--- src/rtl/core/ccvp_pkg.sv ---
`default_nettype none

package ccvp_pkg;

	// Kind of color value being parsed.
	typedef enum logic [1:0] {
		FORM_UNDECIDED = 2'd0,
		FORM_RGB       = 2'd1,
		FORM_RGBA      = 2'd2,
		FORM_HEX       = 2'd3
	} form_t;

	// Character codes of the recognized prefixes, digits and letters.
	localparam logic [7:0] CH_SPACE = 8'h20;
	localparam logic [7:0] CH_HASH  = 8'h23;
	localparam logic [7:0] CH_PAREN = 8'h28;
	localparam logic [7:0] CH_ZERO  = 8'h30;
	localparam logic [7:0] CH_NINE  = 8'h39;
	localparam logic [7:0] CH_UP_A  = 8'h41;
	localparam logic [7:0] CH_UP_Z  = 8'h5a;
	localparam logic [7:0] CH_LO_A  = 8'h61;
	localparam logic [7:0] CH_LO_B  = 8'h62;
	localparam logic [7:0] CH_LO_F  = 8'h66;
	localparam logic [7:0] CH_LO_G  = 8'h67;
	localparam logic [7:0] CH_LO_R  = 8'h72;

	// Hex digit counts that form a valid value, and the saturation count.
	localparam logic [3:0] HEX_SHORT   = 4'd3;
	localparam logic [3:0] HEX_SHORT_A = 4'd4;
	localparam logic [3:0] HEX_LONG    = 4'd6;
	localparam logic [3:0] HEX_LONG_A  = 4'd8;
	localparam logic [3:0] HEX_OVER    = 4'd9;

	// Number of decimal components kept.
	localparam logic [2:0] NUM_COMP = 3'd4;

	// Status codes.
	localparam logic STATUS_OK  = 1'b0;
	localparam logic STATUS_ERR = 1'b1;

	// One character as it enters the parser.
	typedef struct packed {
		logic       valid;
		logic [7:0] char_code;
		logic       last_char;
	} step_t;

	// One parsed color.
	typedef struct packed {
		logic [7:0] red;
		logic [7:0] green;
		logic [7:0] blue;
		logic [7:0] alpha;
		logic       status;
	} color_t;

endpackage

`default_nettype wire

--- src/rtl/core/ccvp_parser.sv ---
`default_nettype none

module ccvp_parser
	import ccvp_pkg::*;
(
	input  wire    clk,
	input  wire    arst_n,
	input  step_t  step,
	output color_t color
);

	// Parser state.
	form_t       form_q;
	logic [2:0]  prefix_pos_q;
	logic [3:0]  hex_cnt_q;
	logic [31:0] nibbles_q;
	logic [7:0]  acc_q;
	logic [2:0]  comp_idx_q;
	logic        in_run_q;
	logic [7:0]  store_q [4];
	logic        failed_q;

	// Values after the current character is taken.
	form_t       form_d;
	logic [2:0]  prefix_pos_d;
	logic [3:0]  hex_cnt_d;
	logic [31:0] nibbles_d;
	logic [7:0]  acc_d;
	logic [2:0]  comp_idx_d;
	logic        in_run_d;
	logic [7:0]  store_d [4];
	logic        failed_d;

	// Character classification.
	logic [7:0]  ch;
	logic [7:0]  lc;
	logic        is_digit;
	logic        is_hex_letter;
	logic [3:0]  hex_val;
	logic [11:0] dec_sum;

	assign ch            = step.char_code;
	assign lc            = (ch >= CH_UP_A && ch <= CH_UP_Z) ? (ch | 8'h20) : ch;
	assign is_digit      = (ch >= CH_ZERO && ch <= CH_NINE);
	assign is_hex_letter = (lc >= CH_LO_A && lc <= CH_LO_F);
	assign hex_val       = is_digit ? ch[3:0] : (lc[3:0] + 4'd9);
	assign dec_sum       = ({4'd0, acc_q} * 12'd10) + {8'd0, ch[3:0]};

	// Next-state logic for one character.
	always_comb begin
		form_d       = form_q;
		prefix_pos_d = prefix_pos_q;
		hex_cnt_d    = hex_cnt_q;
		nibbles_d    = nibbles_q;
		acc_d        = acc_q;
		comp_idx_d   = comp_idx_q;
		in_run_d     = in_run_q;
		store_d      = store_q;
		failed_d     = failed_q;
		if (!failed_q) begin
			case (form_q)
				FORM_UNDECIDED: begin
					case (prefix_pos_q)
						3'd0: begin
							if (ch == CH_SPACE) begin
								prefix_pos_d = 3'd0;
							end else if (lc == CH_LO_R) begin
								prefix_pos_d = 3'd1;
							end else if (ch == CH_HASH) begin
								form_d = FORM_HEX;
							end else begin
								failed_d = 1'b1;
							end
						end
						3'd1: begin
							if (lc == CH_LO_G) prefix_pos_d = 3'd2;
							else failed_d = 1'b1;
						end
						3'd2: begin
							if (lc == CH_LO_B) prefix_pos_d = 3'd3;
							else failed_d = 1'b1;
						end
						3'd3: begin
							if (ch == CH_PAREN) begin
								form_d     = FORM_RGB;
								acc_d      = 8'd0;
								comp_idx_d = 3'd0;
								in_run_d   = 1'b1;
							end else if (lc == CH_LO_A) begin
								prefix_pos_d = 3'd4;
							end else begin
								failed_d = 1'b1;
							end
						end
						default: begin
							if (ch == CH_PAREN) begin
								form_d     = FORM_RGBA;
								acc_d      = 8'd0;
								comp_idx_d = 3'd0;
								in_run_d   = 1'b1;
							end else begin
								failed_d = 1'b1;
							end
						end
					endcase
				end
				FORM_HEX: begin
					if (!is_digit && !is_hex_letter) begin
						failed_d = 1'b1;
					end else if (hex_cnt_q < HEX_LONG_A) begin
						nibbles_d = {nibbles_q[27:0], hex_val};
						hex_cnt_d = hex_cnt_q + 4'd1;
					end else begin
						hex_cnt_d = HEX_OVER;
					end
				end
				default: begin
					// Decimal components; a non-digit closes the running one.
					if (comp_idx_q < NUM_COMP) begin
						if (is_digit) begin
							acc_d    = (dec_sum > 12'd255) ? 8'd255 : dec_sum[7:0];
							in_run_d = 1'b1;
						end else begin
							if (in_run_q) begin
								store_d[comp_idx_q[1:0]] = acc_q;
								comp_idx_d               = comp_idx_q + 3'd1;
							end
							acc_d    = 8'd0;
							in_run_d = 1'b0;
						end
					end
				end
			endcase
		end
	end

	// Result from the state that includes the last character.
	always_comb begin
		color = '{red: 8'd0, green: 8'd0, blue: 8'd0, alpha: 8'd0, status: STATUS_OK};
		if (failed_d || form_d == FORM_UNDECIDED) begin
			color.status = STATUS_ERR;
		end else if (form_d == FORM_HEX) begin
			case (hex_cnt_d)
				HEX_SHORT: begin
					color.red   = {nibbles_d[11:8], nibbles_d[11:8]};
					color.green = {nibbles_d[7:4], nibbles_d[7:4]};
					color.blue  = {nibbles_d[3:0], nibbles_d[3:0]};
					color.alpha = 8'd255;
				end
				HEX_SHORT_A: begin
					color.red   = {nibbles_d[15:12], nibbles_d[15:12]};
					color.green = {nibbles_d[11:8], nibbles_d[11:8]};
					color.blue  = {nibbles_d[7:4], nibbles_d[7:4]};
					color.alpha = {nibbles_d[3:0], nibbles_d[3:0]};
				end
				HEX_LONG: begin
					color.red   = nibbles_d[23:16];
					color.green = nibbles_d[15:8];
					color.blue  = nibbles_d[7:0];
					color.alpha = 8'd255;
				end
				HEX_LONG_A: begin
					color.red   = nibbles_d[31:24];
					color.green = nibbles_d[23:16];
					color.blue  = nibbles_d[15:8];
					color.alpha = nibbles_d[7:0];
				end
				default: begin
					color.status = STATUS_ERR;
				end
			endcase
		end else begin
			color.red   = store_d[0];
			color.green = store_d[1];
			color.blue  = store_d[2];
			color.alpha = (form_d == FORM_RGB) ? 8'd255 : store_d[3];
		end
	end

	// State registers; the last character of a value returns them to reset.
	always_ff @(posedge clk or negedge arst_n) begin
		if (!arst_n) begin
			form_q       <= FORM_UNDECIDED;
			prefix_pos_q <= 3'd0;
			hex_cnt_q    <= 4'd0;
			nibbles_q    <= 32'd0;
			acc_q        <= 8'd0;
			comp_idx_q   <= 3'd0;
			in_run_q     <= 1'b0;
			store_q      <= '{default: 8'd0};
			failed_q     <= 1'b0;
		end else if (step.valid) begin
			if (step.last_char) begin
				form_q       <= FORM_UNDECIDED;
				prefix_pos_q <= 3'd0;
				hex_cnt_q    <= 4'd0;
				nibbles_q    <= 32'd0;
				acc_q        <= 8'd0;
				comp_idx_q   <= 3'd0;
				in_run_q     <= 1'b0;
				store_q      <= '{default: 8'd0};
				failed_q     <= 1'b0;
			end else begin
				form_q       <= form_d;
				prefix_pos_q <= prefix_pos_d;
				hex_cnt_q    <= hex_cnt_d;
				nibbles_q    <= nibbles_d;
				acc_q        <= acc_d;
				comp_idx_q   <= comp_idx_d;
				in_run_q     <= in_run_d;
				store_q      <= store_d;
				failed_q     <= failed_d;
			end
		end
	end

`ifndef NO_ASSERTIONS
	// Component count never passes the number of stored slots.
	a_comp_idx_range: assert property (@(posedge clk) disable iff (!arst_n)
		comp_idx_q <= NUM_COMP)
		else $error("component index out of range");

	// Hex digit count saturates at one past the longest form.
	a_hex_cnt_range: assert property (@(posedge clk) disable iff (!arst_n)
		hex_cnt_q <= HEX_OVER)
		else $error("hex digit count out of range");

	// Hex digits are only counted in the hex form.
	a_hex_form: assert property (@(posedge clk) disable iff (!arst_n)
		hex_cnt_q != 4'd0 |-> form_q == FORM_HEX)
		else $error("hex digits counted outside hex form");

	// A finished value leaves the parser clean for the next one.
	a_clean_after_last: assert property (@(posedge clk) disable iff (!arst_n)
		step.valid && step.last_char |=> form_q == FORM_UNDECIDED && !failed_q
			&& prefix_pos_q == 3'd0)
		else $error("parser state not cleared after last character");
`endif

endmodule

`default_nettype wire

--- src/rtl/core/css_color_value_parser_top.sv ---
// A result appears on the master side after the last character of a value has
// passed the input register, then the result register.
// Throughput: one character per cycle while no held result stalls the input register.
// Reset: arst_n clears the parser state and both valid flags at once.
`default_nettype none

module css_color_value_parser_top
	import ccvp_pkg::*;
(
	input  wire         clk,
	input  wire         arst_n,
	input  wire         s_tvalid,
	output logic        s_tready,
	input  wire  [7:0]  s_tdata,   // [7:0] char_code
	input  wire         s_tlast,   // last_char
	output logic        m_tvalid,
	input  wire         m_tready,
	output logic [31:0] m_tdata,   // [7:0] red, [15:8] green, [23:16] blue, [31:24] alpha
	output logic        m_tuser    // status
);

	logic       valid_s1;
	logic [7:0] char_s1;
	logic       last_s1;
	logic       out_free;
	step_t      step;
	color_t     color;
	color_t     color_q;
	logic       m_valid_q;

	// The character register moves on whenever the result register can take a value.
	assign out_free = !m_valid_q || m_tready;
	assign s_tready = !valid_s1 || out_free;

	assign step = '{valid: valid_s1 && out_free, char_code: char_s1, last_char: last_s1};

	// Input register.
	always_ff @(posedge clk or negedge arst_n) begin
		if (!arst_n) begin
			valid_s1 <= 1'b0;
		end else if (s_tready) begin
			valid_s1 <= s_tvalid;
		end
	end

	always_ff @(posedge clk) begin
		if (s_tready && s_tvalid) begin
			char_s1 <= s_tdata;
			last_s1 <= s_tlast;
		end
	end

	ccvp_parser u_parser (
		.clk    (clk),
		.arst_n (arst_n),
		.step   (step),
		.color  (color)
	);

	// Result register, loaded by the last character of a value.
	always_ff @(posedge clk or negedge arst_n) begin
		if (!arst_n) begin
			m_valid_q <= 1'b0;
		end else if (step.valid && step.last_char) begin
			m_valid_q <= 1'b1;
		end else if (m_tready) begin
			m_valid_q <= 1'b0;
		end
	end

	always_ff @(posedge clk) begin
		if (step.valid && step.last_char) begin
			color_q <= color;
		end
	end

	assign m_tvalid = m_valid_q;
	assign m_tdata  = {color_q.alpha, color_q.blue, color_q.green, color_q.red};
	assign m_tuser  = color_q.status;

`ifndef NO_ASSERTIONS
	// A held result is never overwritten before its transfer.
	a_no_overwrite: assert property (@(posedge clk) disable iff (!arst_n)
		m_valid_q && !m_tready |-> !step.valid)
		else $error("result register overwritten while stalled");

	// An error result carries zero color components.
	a_err_zero: assert property (@(posedge clk) disable iff (!arst_n)
		m_valid_q && color_q.status == STATUS_ERR |-> m_tdata == 32'd0)
		else $error("error result with nonzero components");

	// A stalled character stays in the input register.
	a_hold_s1: assert property (@(posedge clk) disable iff (!arst_n)
		valid_s1 && !out_free |=> valid_s1 && $stable(char_s1) && $stable(last_s1))
		else $error("stalled character lost");
`endif

endmodule

`default_nettype wire

--- config.mk ---
export PLATFORM = sky130hd
export DESIGN_NAME = css_color_value_parser_top
export DESIGN_NICKNAME = d
export VERILOG_FILES = /design/src/rtl/core/ccvp_pkg.sv /design/src/rtl/core/ccvp_parser.sv /design/src/rtl/core/css_color_value_parser_top.sv
export SDC_FILE = /design/constraint.sdc
export NUM_CORES = 1
export LEC_CHECK = 0
export ABC_CLOCK_PERIOD_IN_PS = 4000
export BUFFER_PORTS_ARGS = -buffer_cell sky130_fd_sc_hd__buf_2
export CAP_MARGIN = 15
export CORE_MARGIN = 3
export CORE_UTILIZATION = 55
export CTS_BUF_LIST = sky130_fd_sc_hd__clkbuf_4 sky130_fd_sc_hd__clkbuf_8 sky130_fd_sc_hd__clkbuf_16
export DETAILED_ROUTE_END_ITERATION = 7
export PLACE_DENSITY = 0.74
export SYNTH_ARGS = -nofsm -noshare
export SYNTH_HDL_FRONTEND = slang
export SYNTH_HIERARCHICAL = 1
export SYNTH_SLANG_ARGS = --single-unit
--- constraint.sdc ---
create_clock -name clk -period 4 [get_ports clk]
set_input_delay 0.8 -clock clk [delete_from_list [all_inputs] [get_ports clk]]
set_output_delay 0.8 -clock clk [all_outputs]
set_load 0.01 [all_outputs]
---- After elaboration in Yosys (flattened, before gate mapping) ----
Index checks and enable logic that the tools add are counted.
Widths: inputs -> output; s select.
cells by class
  muxes and demuxes ....................... 83
  add/sub/neg operators ................... 4
  reduce and logical (&&, ||, !) cells .... 30
  eq/ne operators ......................... 27
  bitwise operators ....................... 1
  multiply operators ...................... 1
  $lt $le $gt $ge ......................... 11
operators by type and width
  cell                  number
  $mux 32               12
  $pmux 32 s4           1
  $mux 8                9
  $mux 3                16
  $bwmux 32             1
  $eq 8x7->1 const B    4
  $eq 8x6->1 const B    3
  $mux 4                6
  $mux 1                21
  $demux 8 s2           1
  $ge 8x7->1 const B    2
  $le 8x7->1 const B    2
  $mux 2                8
  $pmux 8 s2            1
  $add 12x4->12         1
  $gt 12x8->1 const B   1
  $ne 3x2->1 const B    4
  $pmux 3 s4            1
  $mul 8x3->11 const B  1
  $ne 3x3->1 const B    3
  $reduce_and 9->1      1
  $eq 4x3->1 const B    2
  $ge 8x6->1 const B    1
  $le 8x6->1 const B    1
  other kinds (34)      54
storage, ports and cells
  logic and storage cells ................. 178
  flip-flop bits (word level) ............. 130
  input port bits ......................... 13
  output and inout port bits .............. 35

---- Depth between registers and ports, before layout ----
Gate-level depths: netlist of run 1.
  depth in word-level cells ............... 14
  mapped depth ............................ 14
  gate-level depth less buffers ........... 10

---- Cells and area by module ----
Netlist of run 1, hierarchy kept.
by module, submodules not included
  module                      area an instance (um2)  cells each  instances  sequential area each (um2)
  ccvp_parser                 6135.9                  691         1          2152.1
  css_color_value_parser_top  1372.6                  52          1          1311.3

---- Least setup slack after synthesis of run 1 ----
OpenSTA, ideal clock, no wires.
  path kind ............................... reg-to-reg
  from .................................... reg char_s1[0]
  to ...................................... reg color_q, in the netlist m_tdata[4] (data pin)
  stages on the path, launching flop included .. 11
  slack ................................... 903 ps
  path buffers ............................ 1
  clock period less this slack ............ 3097 ps
  required time ........................... 3723 ps
  arrival time ............................ 2819 ps
  library setup time ...................... 277 ps
  cells stage by stage .................... edfxtp_1 > inv_1 > ha_1 > or4b_1 > and3_1 > o21ai_1 > buf_2 > mux2i_1 > inv_1 > a221oi_1 > a221oi_1
on the way
  word-level cells in the longest chain between the ends .. 13
  elaborated cells on any way between the ends .. 59
  those cells by class .................... 6 x order compare; 12 x eq/ne; 33 x mux; 8 x reduce/logical
RTL lines
  what                                      line                              RTL
  start: declaration                        css_color_value_parser_top.sv:23  logic [7:0] char_s1;
  start signal: assignment                  css_color_value_parser_top.sv:48  char_s1 <= s_tdata;
  $ge 8x7->1 or $le 8x7->1 (tied branches)  ccvp_parser.sv:43                 assign lc = (ch >= CH_UP_A && ch <= CH_UP_Z) ? (ch | 8'h20) : ch;
  $logic_and 1x1->1                         ccvp_parser.sv:43
  $mux 6                                    ccvp_parser.sv:43
  $ge 8x7->1 or $le 8x7->1 (tied branches)  ccvp_parser.sv:45                 assign is_hex_letter = (lc >= CH_LO_A && lc <= CH_LO_F);
  $logic_and 1x1->1                         ccvp_parser.sv:45
  $logic_not 1->1                           ccvp_parser.sv:108                if (!is_digit && !is_hex_letter) begin
  $logic_and 1x1->1                         ccvp_parser.sv:108
  $mux 4                                    ccvp_parser.sv:108
  $mux 4                                    ccvp_parser.sv:61                 case (form_q)
  $mux 4                                    ccvp_parser.sv:60                 if (!failed_q) begin
  $eq 4x4->1 (tied with other cells)        ccvp_parser.sv:143                case (hex_cnt_d)
  $pmux 32 s4                               ccvp_parser.sv:143
  $mux 32                                   ccvp_parser.sv:142                end else if (form_d == FORM_HEX) begin
  end signal: assignment                    css_color_value_parser_top.sv:73  color_q <= color;
  end: declaration                          css_color_value_parser_top.sv:28  color_t color_q;
Parallel ways exist; a longest one is shown, timed or not.
A chain may end at the register's enable or synchronous reset.

---- Worst setup path after layout of run 1 ----
  from .................................... reg char_s1[3]
  to ...................................... reg color_q, in the netlist m_tdata[18] (data pin)
Same word-level chain as after synthesis.

==> results of run 1 <==
-- flip-flops by register name (all words and copies together), names as in the netlist, 2 cells and up --
| name | count |
|---|---|
| m_tdata | 32 |
| u_parser/nibbles_q | 32 |
| u_parser/store_q | 32 |
| char_s1 | 8 |
| u_parser/acc_q | 8 |
| u_parser/hex_cnt_q | 4 |
| u_parser/comp_idx_q | 3 |
| u_parser/prefix_pos_q | 3 |
| u_parser/form_q | 2 |
-- critical path: cells and delay by family (launching register included) --
kind	cells	cell delay (ns)
flip-flops	1	0.58
AND/OR/NAND/NOR	4	1.54
AO/OA/AOI/OAI	3	1.16
-- synth_stat cells (7+ instances only) --
cell	n
o22a_1	17
buf_2	9
a311oi_1	10
a21o_1	19
inv_1	44
o21ai_0	30
nand2_1	88
clkbuf_1	32
a22o_1	15
nor2_1	34
mux2i_1	40
nand3_1	10
ha_1	26
edfxtp_1	42
a22oi_1	10
a221oi_1	38
o22ai_1	31
nand2b_1	7
a2bb2oi_1	8
dfrtp_1	88
and3_1	7
o21ai_1	7
a21oi_1	35
-- report_power, final --
part	switching, W	internal, W
Combinational	0.000309	0.000148
Clock	0.000588	0.00101
Sequential	0.0000632	0.00144
-- how the worst max path moves through the flow --
stage	from	cells after the start	slack, ns	endpoint
2_1_floorplan	char_s1[0]$_DFFE_PP_	10	0.90	m_tdata[4]$_DFFE_PP_
3_3_place_gp	char_s1[3]$_DFFE_PP_	7	0.67	m_tdata[16]$_DFFE_PP_
3_5_place_dp	char_s1[3]$_DFFE_PP_	7	0.55	m_tdata[18]$_DFFE_PP_
4_1_cts	char_s1[3]$_DFFE_PP_	7	0.51	m_tdata[18]$_DFFE_PP_
5_1_grt	char_s1[3]$_DFFE_PP_	7	0.16	m_tdata[29]$_DFFE_PP_
6_report	char_s1[3]$_DFFE_PP_	7	0.42	m_tdata[18]$_DFFE_PP_
-- final cells by class --
| class | instances | area, µm² | area share [%] |
|---|---|---|---|
| repair buffers | 57 | 325 | 3.83 |
| clock buffers | 19 | 453 | 5.34 |
| well taps | 176 | 220 | 2.59 |
| clock inverters | 13 | 156 | 1.84 |
| flip-flops and latches | 130 | 3460 | 40.8 |
| multi-input cells | 523 | 3700 | 43.6 |
| inverters | 45 | 169 | 1.99 |
-- kinds of logic (layout without fill, tap and decap cells) --
logic type | count (synthesis) | in the layout | synth area share [%]
flops | 130 | 130 | 46.1
buf+inv | 90 | 134 | 4.95
fa+ha+maj | 28 | 28 | 4.87
simple gates | 189 | 189 | 12.4
compound gates | 251 | 251 | 24.5
mux | 44 | 44 | 5.93
xor+xnor | 11 | 11 | 1.28
-- per-layer routing --
metal / track usage (%) / up-vias
met2: 49.6 / 334
li1: - / 2883
met5: 0 / -
met3: 7.19 / 63
met4: 10.7 / 0
met1: 34.9 / 3218
-- per-stage QoR --
stage,instances,power [W],instance area [µm²]
after global placement,931,0.00195,7880
after detailed placement,931,0.00197,7880
final,963,0.00356,8490
after floorplan,743,0.00183,7510
after CTS,963,0.00356,8490
after global routing,963,0.00368,8490
==> results.toml, run 1 <==
[worst_setup_path]
cp_max_fo = 29
reg2reg_depth = 7
worst_r2r_endpoint = "m_tdata[18]$_DFFE_PP_"
crit_required_ns = 4.12
timing.rr.start = "char_s1[3]$_DFFE_PP_"
r2r_slack_ns = 0.42
cp-end-kind = "register"
critPathSlowestCell = "nor4b_1"
critPathArrivalTime_ns = 3.70
crit_chain = "nor4b_1, nand3_1, a21o_1, and4_1, or3_4, o21bai_4, a221oi_1"
worstSetupStartpointType = "register"
critPathMaxStageDelay_ns = 0.64
worstSetupPathType = "register to register"

[placed_design]
gp_congestion = 0.921
port_buffers = 47
dpl.hpwl_mm = 14.3
dpl_worst_slack_ns = 0.548

[clock_network]
clkTransAtPathRegs_ns = 0.06
cts_max_level = 4
clock_latency_ns = 0.42
cts_root_buf = "clkbuf_16"
cts_tree = "done"
cts_inserted_buffers = 17
clock-sinks = 130
clockBufferDepth = 2
holdBufCountCts = 0
cts_resized = 0
post_cts_buffers = 0

[timing]
setup-violations-final = 0
rsz0062_at_grt = "false"
finalCritPeriodShare_pct = 89.5
min_period_ns = 3.58
relSlewSlack_pct = 26.7
setup_ws_ns = 0.421
fin_tns_setup_ns = 0
fin_hold_ws_ns = 0.442
finalHoldViolCount = 0
worstMarginPinSlew_ns = 1.10
clock.fmax_mhz = 279
slew_viol_final = 0
finalClockSkew_ns = 0.00791

[cells_and_area]
n_fill_cell = 1040
final_util_pct = 63.8
diodes = 0
drive_gt1_share_pct = 13.3
final_cell_mix = "nand2_1 (88), dfrtp_1 (88), buf_2 (46), inv_1 (44), edfxtp_1 (42)"
area_growth_pct = 13.0
nNetsFinal = 815

[die]
num_io_pins = 48
die_y_um = 123
rows = 42
chipWidth_um = 123
start_util_pct = 56.5
die-area_mm2 = 0.0151
coreArea_mm2 = 0.0133

[routing]
route.met3.wl_mm = 1.66
wl_met1_mm = 8.18
drtIter0Drc = 967
drc_errors = 0
dr.pass1.iters = 7
dr_total_vias = 6498
vias_per_cell = 6.75
top_layer = "met4"
wl_per_cell_um = 21.8
wl_met2_mm = 10.5
routed_wl_mm = 21.0
antenna_left = 0

[power_and_ir_drop]
leakage_nw = 3.81
powerDensity_mw_per_mm2 = 419
peakVddDrop_mv = 0.324

[global_route]
overflow = 0
grt_pass1_vias = 6483
grt_use_total_pct = 28.8
antenna_found_initial = 0
grt_pass1_wl_mm = 33.1
grt_max_degree = 64

[synth]
synthTopCellsByArea = "dfrtp_1 (29%), edfxtp_1 (17%), mux2i_1 (5.3%), a221oi_1 (4.4%), nand2_1 (4.4%)"
netlist_instances = 743
synth.avg_cell_area_um2 = 10.1
yosys_most_used_dff = "dfrtp_1"
yosysWarnings = 6
synthArstFlopShare_pct = 67.7
synth.distinct_cells = 71
ys_ff_latch = 130
synth_top_area_cell = "dfrtp_1"
mappedNetlistNets = 784
synth.top_cell.area_share_pct = 29.3
synth-edff-count = 42
yosysSeqAreaShare_pct = 46.1
mappedNetlistArea_mm2 = 0.00751

[worst_hold_path]
min-delay-path-class = "primary input to asynchronous set/reset pin"

[run_status]
status = "completed"

[flow_run]
cap_violations = 0
Note: power is estimated with default switching activity, not from simulation.
==> run 2, diff against run 1 <==
- RECOVER_POWER: unset -> 50
==> results.toml, run 2 (same netlist as run 1, synthesis figures left out) <==
[run_status]
status = "complete, but fails checks"
violations = "max-capacitance violations, max-slew violations"

[power_and_ir_drop]
p_seq_share_pct = 42.2
comb_power_share_pct = 12.6
leakage_nw = 3.68
switching_share_pct = 27.2
clkPwrFrac_pct = 45.2
switchingPower_w = 0.000967
powerDensity_mw_per_mm2 = 423
internal_power_w = 0.00259
finalPower_w = 0.00355
peakVddDrop_mv = 0.323

[clock_network]
post_cts_buffers = 0
clock_latency_ns = 0.42
cts_resized = 0
clkTransAtPathRegs_ns = 0.06
holdBufCountCts = 0
clock-sinks = 130
clockBufferDepth = 2
cts_root_buf = "clkbuf_16"
cts_inserted_buffers = 17
cts_tree = "done"
cts_max_level = 4

[timing]
worstMarginPinSlew_ns = 3.10
finalHoldViolCount = 0
finalCritPeriodShare_pct = 89.6
fin_tns_setup_ns = 0
setup_ws_ns = 0.415
finalClockSkew_ns = 0.00591
relSlewSlack_pct = -107
rsz0062_at_grt = "false"
setup-violations-final = 0
slew_viol_final = 90
min_period_ns = 3.58
clock.fmax_mhz = 279

[worst_setup_path]
timing.rr.start = "char_s1[3]$_DFFE_PP_"
endpoint = "m_tdata[18]$_DFFE_PP_"
reg2reg_depth = 7
worstSetupStartpointType = "register"
crit_required_ns = 4.12
cp-end-kind = "register"
worst_r2r_endpoint = "m_tdata[18]$_DFFE_PP_"
r2r_slack_ns = 0.42
cp_max_fo = 29
crit_start = "char_s1[3]$_DFFE_PP_"
critPathArrivalTime_ns = 3.71
worstSetupPathType = "register to register"

[die]
die_y_um = 123
rows = 42
coreArea_mm2 = 0.0133
die-area_mm2 = 0.0151
num_io_pins = 48
start_util_pct = 56.5
chipWidth_um = 123

[global_route]
grt_use_total_pct = 28.8
antenna_found_initial = 0
overflow = 0
grt_pass1_wl_mm = 33.1
grt_max_degree = 64
grt_pass1_vias = 6483

[cells_and_area]
multi_input_area_mm2 = 0.00368
diodes = 0
n_fill_cell = 1066
nNetsFinal = 815
area_growth_pct = 12.0
regArea_mm2 = 0.00346
drive_gt1_share_pct = 8.26
final_util_pct = 63.3
final_cell_mix = "nand2_1 (88), dfrtp_1 (88), inv_1 (44), edfxtp_1 (42), mux2i_1 (40)"

[flow_run]
cap_violations = 2

[routing]
antenna_left = 0
dr_total_vias = 6437
wl_per_cell_um = 21.9
vias_per_cell = 6.68
dr.pass1.iters = 6
routed_wl_mm = 21.1
drtIter0Drc = 814
drc_errors = 0

[worst_hold_path]
min-delay-path-class = "register to register"
min-delay-start = "u_parser/store_q[2]$_DFFE_PN0P_"

[placed_design]
gp_congestion = 0.921
dpl_worst_slack_ns = 0.548
dpl.hpwl_mm = 14.3
port_buffers = 47
run 2: cell types whose count changed in the layout (fill, tap and decap cells not counted), moves of 2 or more:
cell,before,now
clkbuf_1,0,38
buf_2,46,10
buf_4,10,6
clkbuf_2,0,2
run 2: critical path, stage by stage (launching register included):
cell,delay [ns]
edfxtp_1,0.58
nor4b_1,0.64
nand3_1,0.25
a21o_1,0.39
and4_1,0.27
or3_4,0.39
o21bai_4,0.63
a221oi_1,0.13
run 2: how the worst min path moves through the flow:
stage,endpoint,slack [ns],depth (start not counted)
finish,u_parser/store_q[2]$_DFFE_PN0P_,0.49,2
global route,u_parser/nibbles_q[28]$_DFFE_PN0P_,0.52,1
global placement,u_parser/store_q[18]$_DFFE_PN0P_,0.46,2
CTS,u_parser/nibbles_q[20]$_DFFE_PN0P_,0.46,1
detailed placement,u_parser/store_q[10]$_DFFE_PN0P_,0.48,2
floorplan,u_parser/store_q[23]$_DFFE_PN0P_,0.45,2
run 2: layer usage:
layer | wire [µm] | vias to the layer above | global-route usage [%]
li1 | - | 2879 | -
met1 | 8260 | 3189 | 34.9
met2 | 10600 | 315 | 49.6
met3 | 1630 | 54 | 7.19
met4 | 671 | 0 | 10.7
met5 | 0 | - | 0
run 2: layout make-up:
type | count | area share, %
Multi-Input combinational cell | 523 | 43.8
Sequential cell | 130 | 41.2
Clock buffer | 19 | 5.39
Timing Repair Buffer | 57 | 3.18
Tap cell | 176 | 2.62
Inverter | 45 | 2.01
Clock inverter | 13 | 1.86
run 2: metrics by stage:
stage	area [µm²]	instances	hold slack [ns]
finish	8410	963	0.488
global route	8410	963	0.518
CTS	8490	963	0.460
detailed placement	7880	931	0.476
global placement	7880	931	0.464
floorplan	7510	743	0.449
run 2: power groups by stage:
stage               Combinational [W]  Sequential, W  Clock, W
floorplan                    0.000321        0.00151         0
global placement             0.000437        0.00152         0
detailed placement           0.000446        0.00152         0
CTS                          0.000449        0.00150   0.00162
global route                 0.000486        0.00151   0.00168
finish                       0.000449        0.00150   0.00161
==> run 3, diff against run 2 <==
- MAX_ROUTING_LAYER: unset -> met4
- SYNTH_HIERARCHICAL: 1 -> unset
==> results.toml, run 3 <==
[run_status]
status = "complete, but fails checks"
violations = "max-capacitance violations, max-slew violations"

[worst_hold_path]
min_path_cells = 2
min-delay-start = "u_parser.store_q[0]$_DFFE_PN0P_"
min_to = "u_parser.store_q[0]$_DFFE_PN0P_"
min-delay-path-class = "register to register"

[cells_and_area]
area_growth_pct = 10.7
drive_gt1_share_pct = 9.87
regArea_mm2 = 0.00346
final_common_cell = "dfrtp_1"
final_cell_area_mm2 = 0.00886
fin_cells = 1051
final_cell_mix = "dfrtp_1 (88), o21ai_0 (83), nand2_1 (80), mux2i_1 (60), a22oi_1 (50)"
diodes = 0
n_fill_cell = 1176
nNetsFinal = 899
multi_input_area_mm2 = 0.00418

[timing]
relSlewSlack_pct = -34.7
fin_tns_setup_ns = 0
setup-violations-final = 0
finalCritPeriodShare_pct = 87.2
finalHoldViolCount = 0
finalClockSkew_ns = 0.0106
rsz0062_at_grt = "false"
worstMarginPinSlew_ns = 2.02
fin_hold_ws_ns = 0.513
slew_viol_final = 113
min_period_ns = 3.49
clock.fmax_mhz = 287
setup_ws_ns = 0.514

[clock_network]
cts_inserted_buffers = 17
cts_max_level = 4
cts_tree = "done"
cts_root_buf = "clkbuf_16"
post_cts_buffers = 0
clock-sinks = 130
clockBufferDepth = 2
clock_latency_ns = 0.43
clkTransAtPathRegs_ns = 0.06

[worst_setup_path]
critPathArrivalTime_ns = 3.75
cp-end-kind = "register"
cp_max_fo = 18
crit_required_ns = 4.26
worstSetupStartpointType = "register"
worst_r2r_endpoint = "m_tdata[0]$_SDFFCE_PP0P_"
worstSetupPathType = "register to register"
r2r_slack_ns = 0.51
timing.rr.start = "char_s1[0]$_DFFE_PP_"
reg2reg_depth = 9

[power_and_ir_drop]
powerDensity_mw_per_mm2 = 419
peakVddDrop_mv = 0.325
leakage_nw = 3.80

[synth]
synth_fa_ha_area_share_pct = 4.57
synthTopCellsByArea = "dfrtp_1 (28%), edfxtp_1 (16%), mux2i_1 (7.5%), o21ai_0 (5.2%), a22oi_1 (4.7%)"
yosys_most_used_dff = "dfrtp_1"
mappedNetlistNets = 877
yosysMostFrequentCell = "dfrtp_1"
synth.avg_cell_area_um2 = 9.57
mappedNetlistArea_mm2 = 0.00800
yosys.area_share.simple_pct = 13.9
netlist_instances = 836
synth_top_area_cell = "dfrtp_1"
synthXorXnorAreaFrac_pct = 0.766
synth_top_family_by_area = "compound AO/OA/AOI/OAI gates"
yosysSeqAreaShare_pct = 43.3
ys_ff_latch = 130
synth.distinct_cells = 75
synth-edff-count = 42
synthTopCellsByCount = "dfrtp_1 (88), o21ai_0 (83), nand2_1 (81)"
synth.area.mux_share_pct = 8.32
yosysWarnings = 0
synth_compound_area_share_pct = 24.6
synth.top_cell.area_share_pct = 27.5
synthArstFlopShare_pct = 67.7

[placed_design]
post_dp_cell_area_mm2 = 0.00834
dpl.hpwl_mm = 15.6
dp_cells = 1018
port_buffers = 47
gp_congestion = 0.957
dpl_worst_slack_ns = 0.415

[routing]
dr_total_vias = 6916
routed_wl_mm = 21.9
antenna_left = 0
drtIter0Drc = 1079
drc_errors = 0
vias_per_cell = 6.58
wl_per_cell_um = 20.9
dr.pass1.iters = 6

[global_route]
busiest_layer = "met2"
globalRouteMet2Util_pct = 43.7
grt_use_total_pct = 29.0
met3_usage_pct = 4.42
overflow = 0
antenna_found_initial = 0
grtUsageMet1_pct = 40.6
grt_pass1_wl_mm = 35.8
grt_pass1_vias = 6580
grt_max_degree = 78

[die]
coreArea_mm2 = 0.0140
rows = 43
num_io_pins = 48
start_util_pct = 57.0
die-area_mm2 = 0.0160
chipWidth_um = 127
die_y_um = 127

[flow_run]
cap_violations = 2
==> run 3: metrics by stage <==
stage / util, % / power (W)
after CTS: 63.4 / 0.00373
after global placement: 59.4 / 0.00222
after floorplan: - / 0.00203
after global routing: 63.1 / 0.00387
after detailed placement: 59.4 / 0.00225
final: 63.1 / 0.00372
==> run 3: timing repair <==
item                       in CTS  in global routing
resized for setup               0                  1
setup endpoints to repair       0                  1
hold buffers                    0                  0
==> run 3: cells by family (layout without fill, tap and decap cells) <==
| group | after synthesis | after routing |
|---|---|---|
| fa+ha+maj | 28 | 28 |
| flops | 130 | 130 |
| xor+xnor | 7 | 7 |
| simple gates | 216 | 216 |
| compound gates | 301 | 301 |
| mux | 65 | 65 |
| buf+inv | 89 | 124 |
==> run 3: per-layer routing <==
metal	share of wire (%)	up-vias
met3	7.7	39
li1	-	3185
met1	43	3384
met4	2.1	0
met5	0	-
met2	47	308
==> run 3: how the worst max path moves through the flow <==
| stage | cells past startpoint | to | start |
|---|---|---|---|
| finish | 9 | m_tdata[0]$_SDFFCE_PP0P_ | char_s1[0]$_DFFE_PP_ |
| global route | 9 | m_tdata[0]$_SDFFCE_PP0P_ | char_s1[0]$_DFFE_PP_ |
| CTS | 9 | m_tdata[2]$_SDFFCE_PP0P_ | char_s1[0]$_DFFE_PP_ |
| detailed placement | 9 | m_tdata[2]$_SDFFCE_PP0P_ | char_s1[0]$_DFFE_PP_ |
| global placement | 9 | m_tdata[6]$_SDFFCE_PP0P_ | char_s1[0]$_DFFE_PP_ |
| floorplan | 11 | m_tdata[0]$_SDFFCE_PP0P_ | char_s1[0]$_DFFE_PP_ |
==> run 3: worst max-delay path: stages (launching register included) <==
cell and delay, ns:
edfxtp_1 0.51, inv_1 0.14, ha_1 0.26, o21bai_1 0.11
a21o_1 0.32, a211o_2 0.52, mux2i_2 0.24, a311oi_4 0.67
and2_1 0.40, o2bb2ai_1 0.17
==> run 3: where the power goes <==
part,internal (W),total [W],switching [W]
clock,0.000910,0.00148,0.000568
sequential,0.00148,0.00161,0.000122
combinational,0.000229,0.000632,0.000403
==> run 3: cell type report <==
type                    instances  share of cell area [%]
well taps                     180                    2.54
inverters                      28                    1.19
flip-flops and latches        130                    39.1
clock inverters                11                   0.946
clock buffers                  21                    5.41
repair buffers                 64                    3.66
multi-input cells             617                    47.2
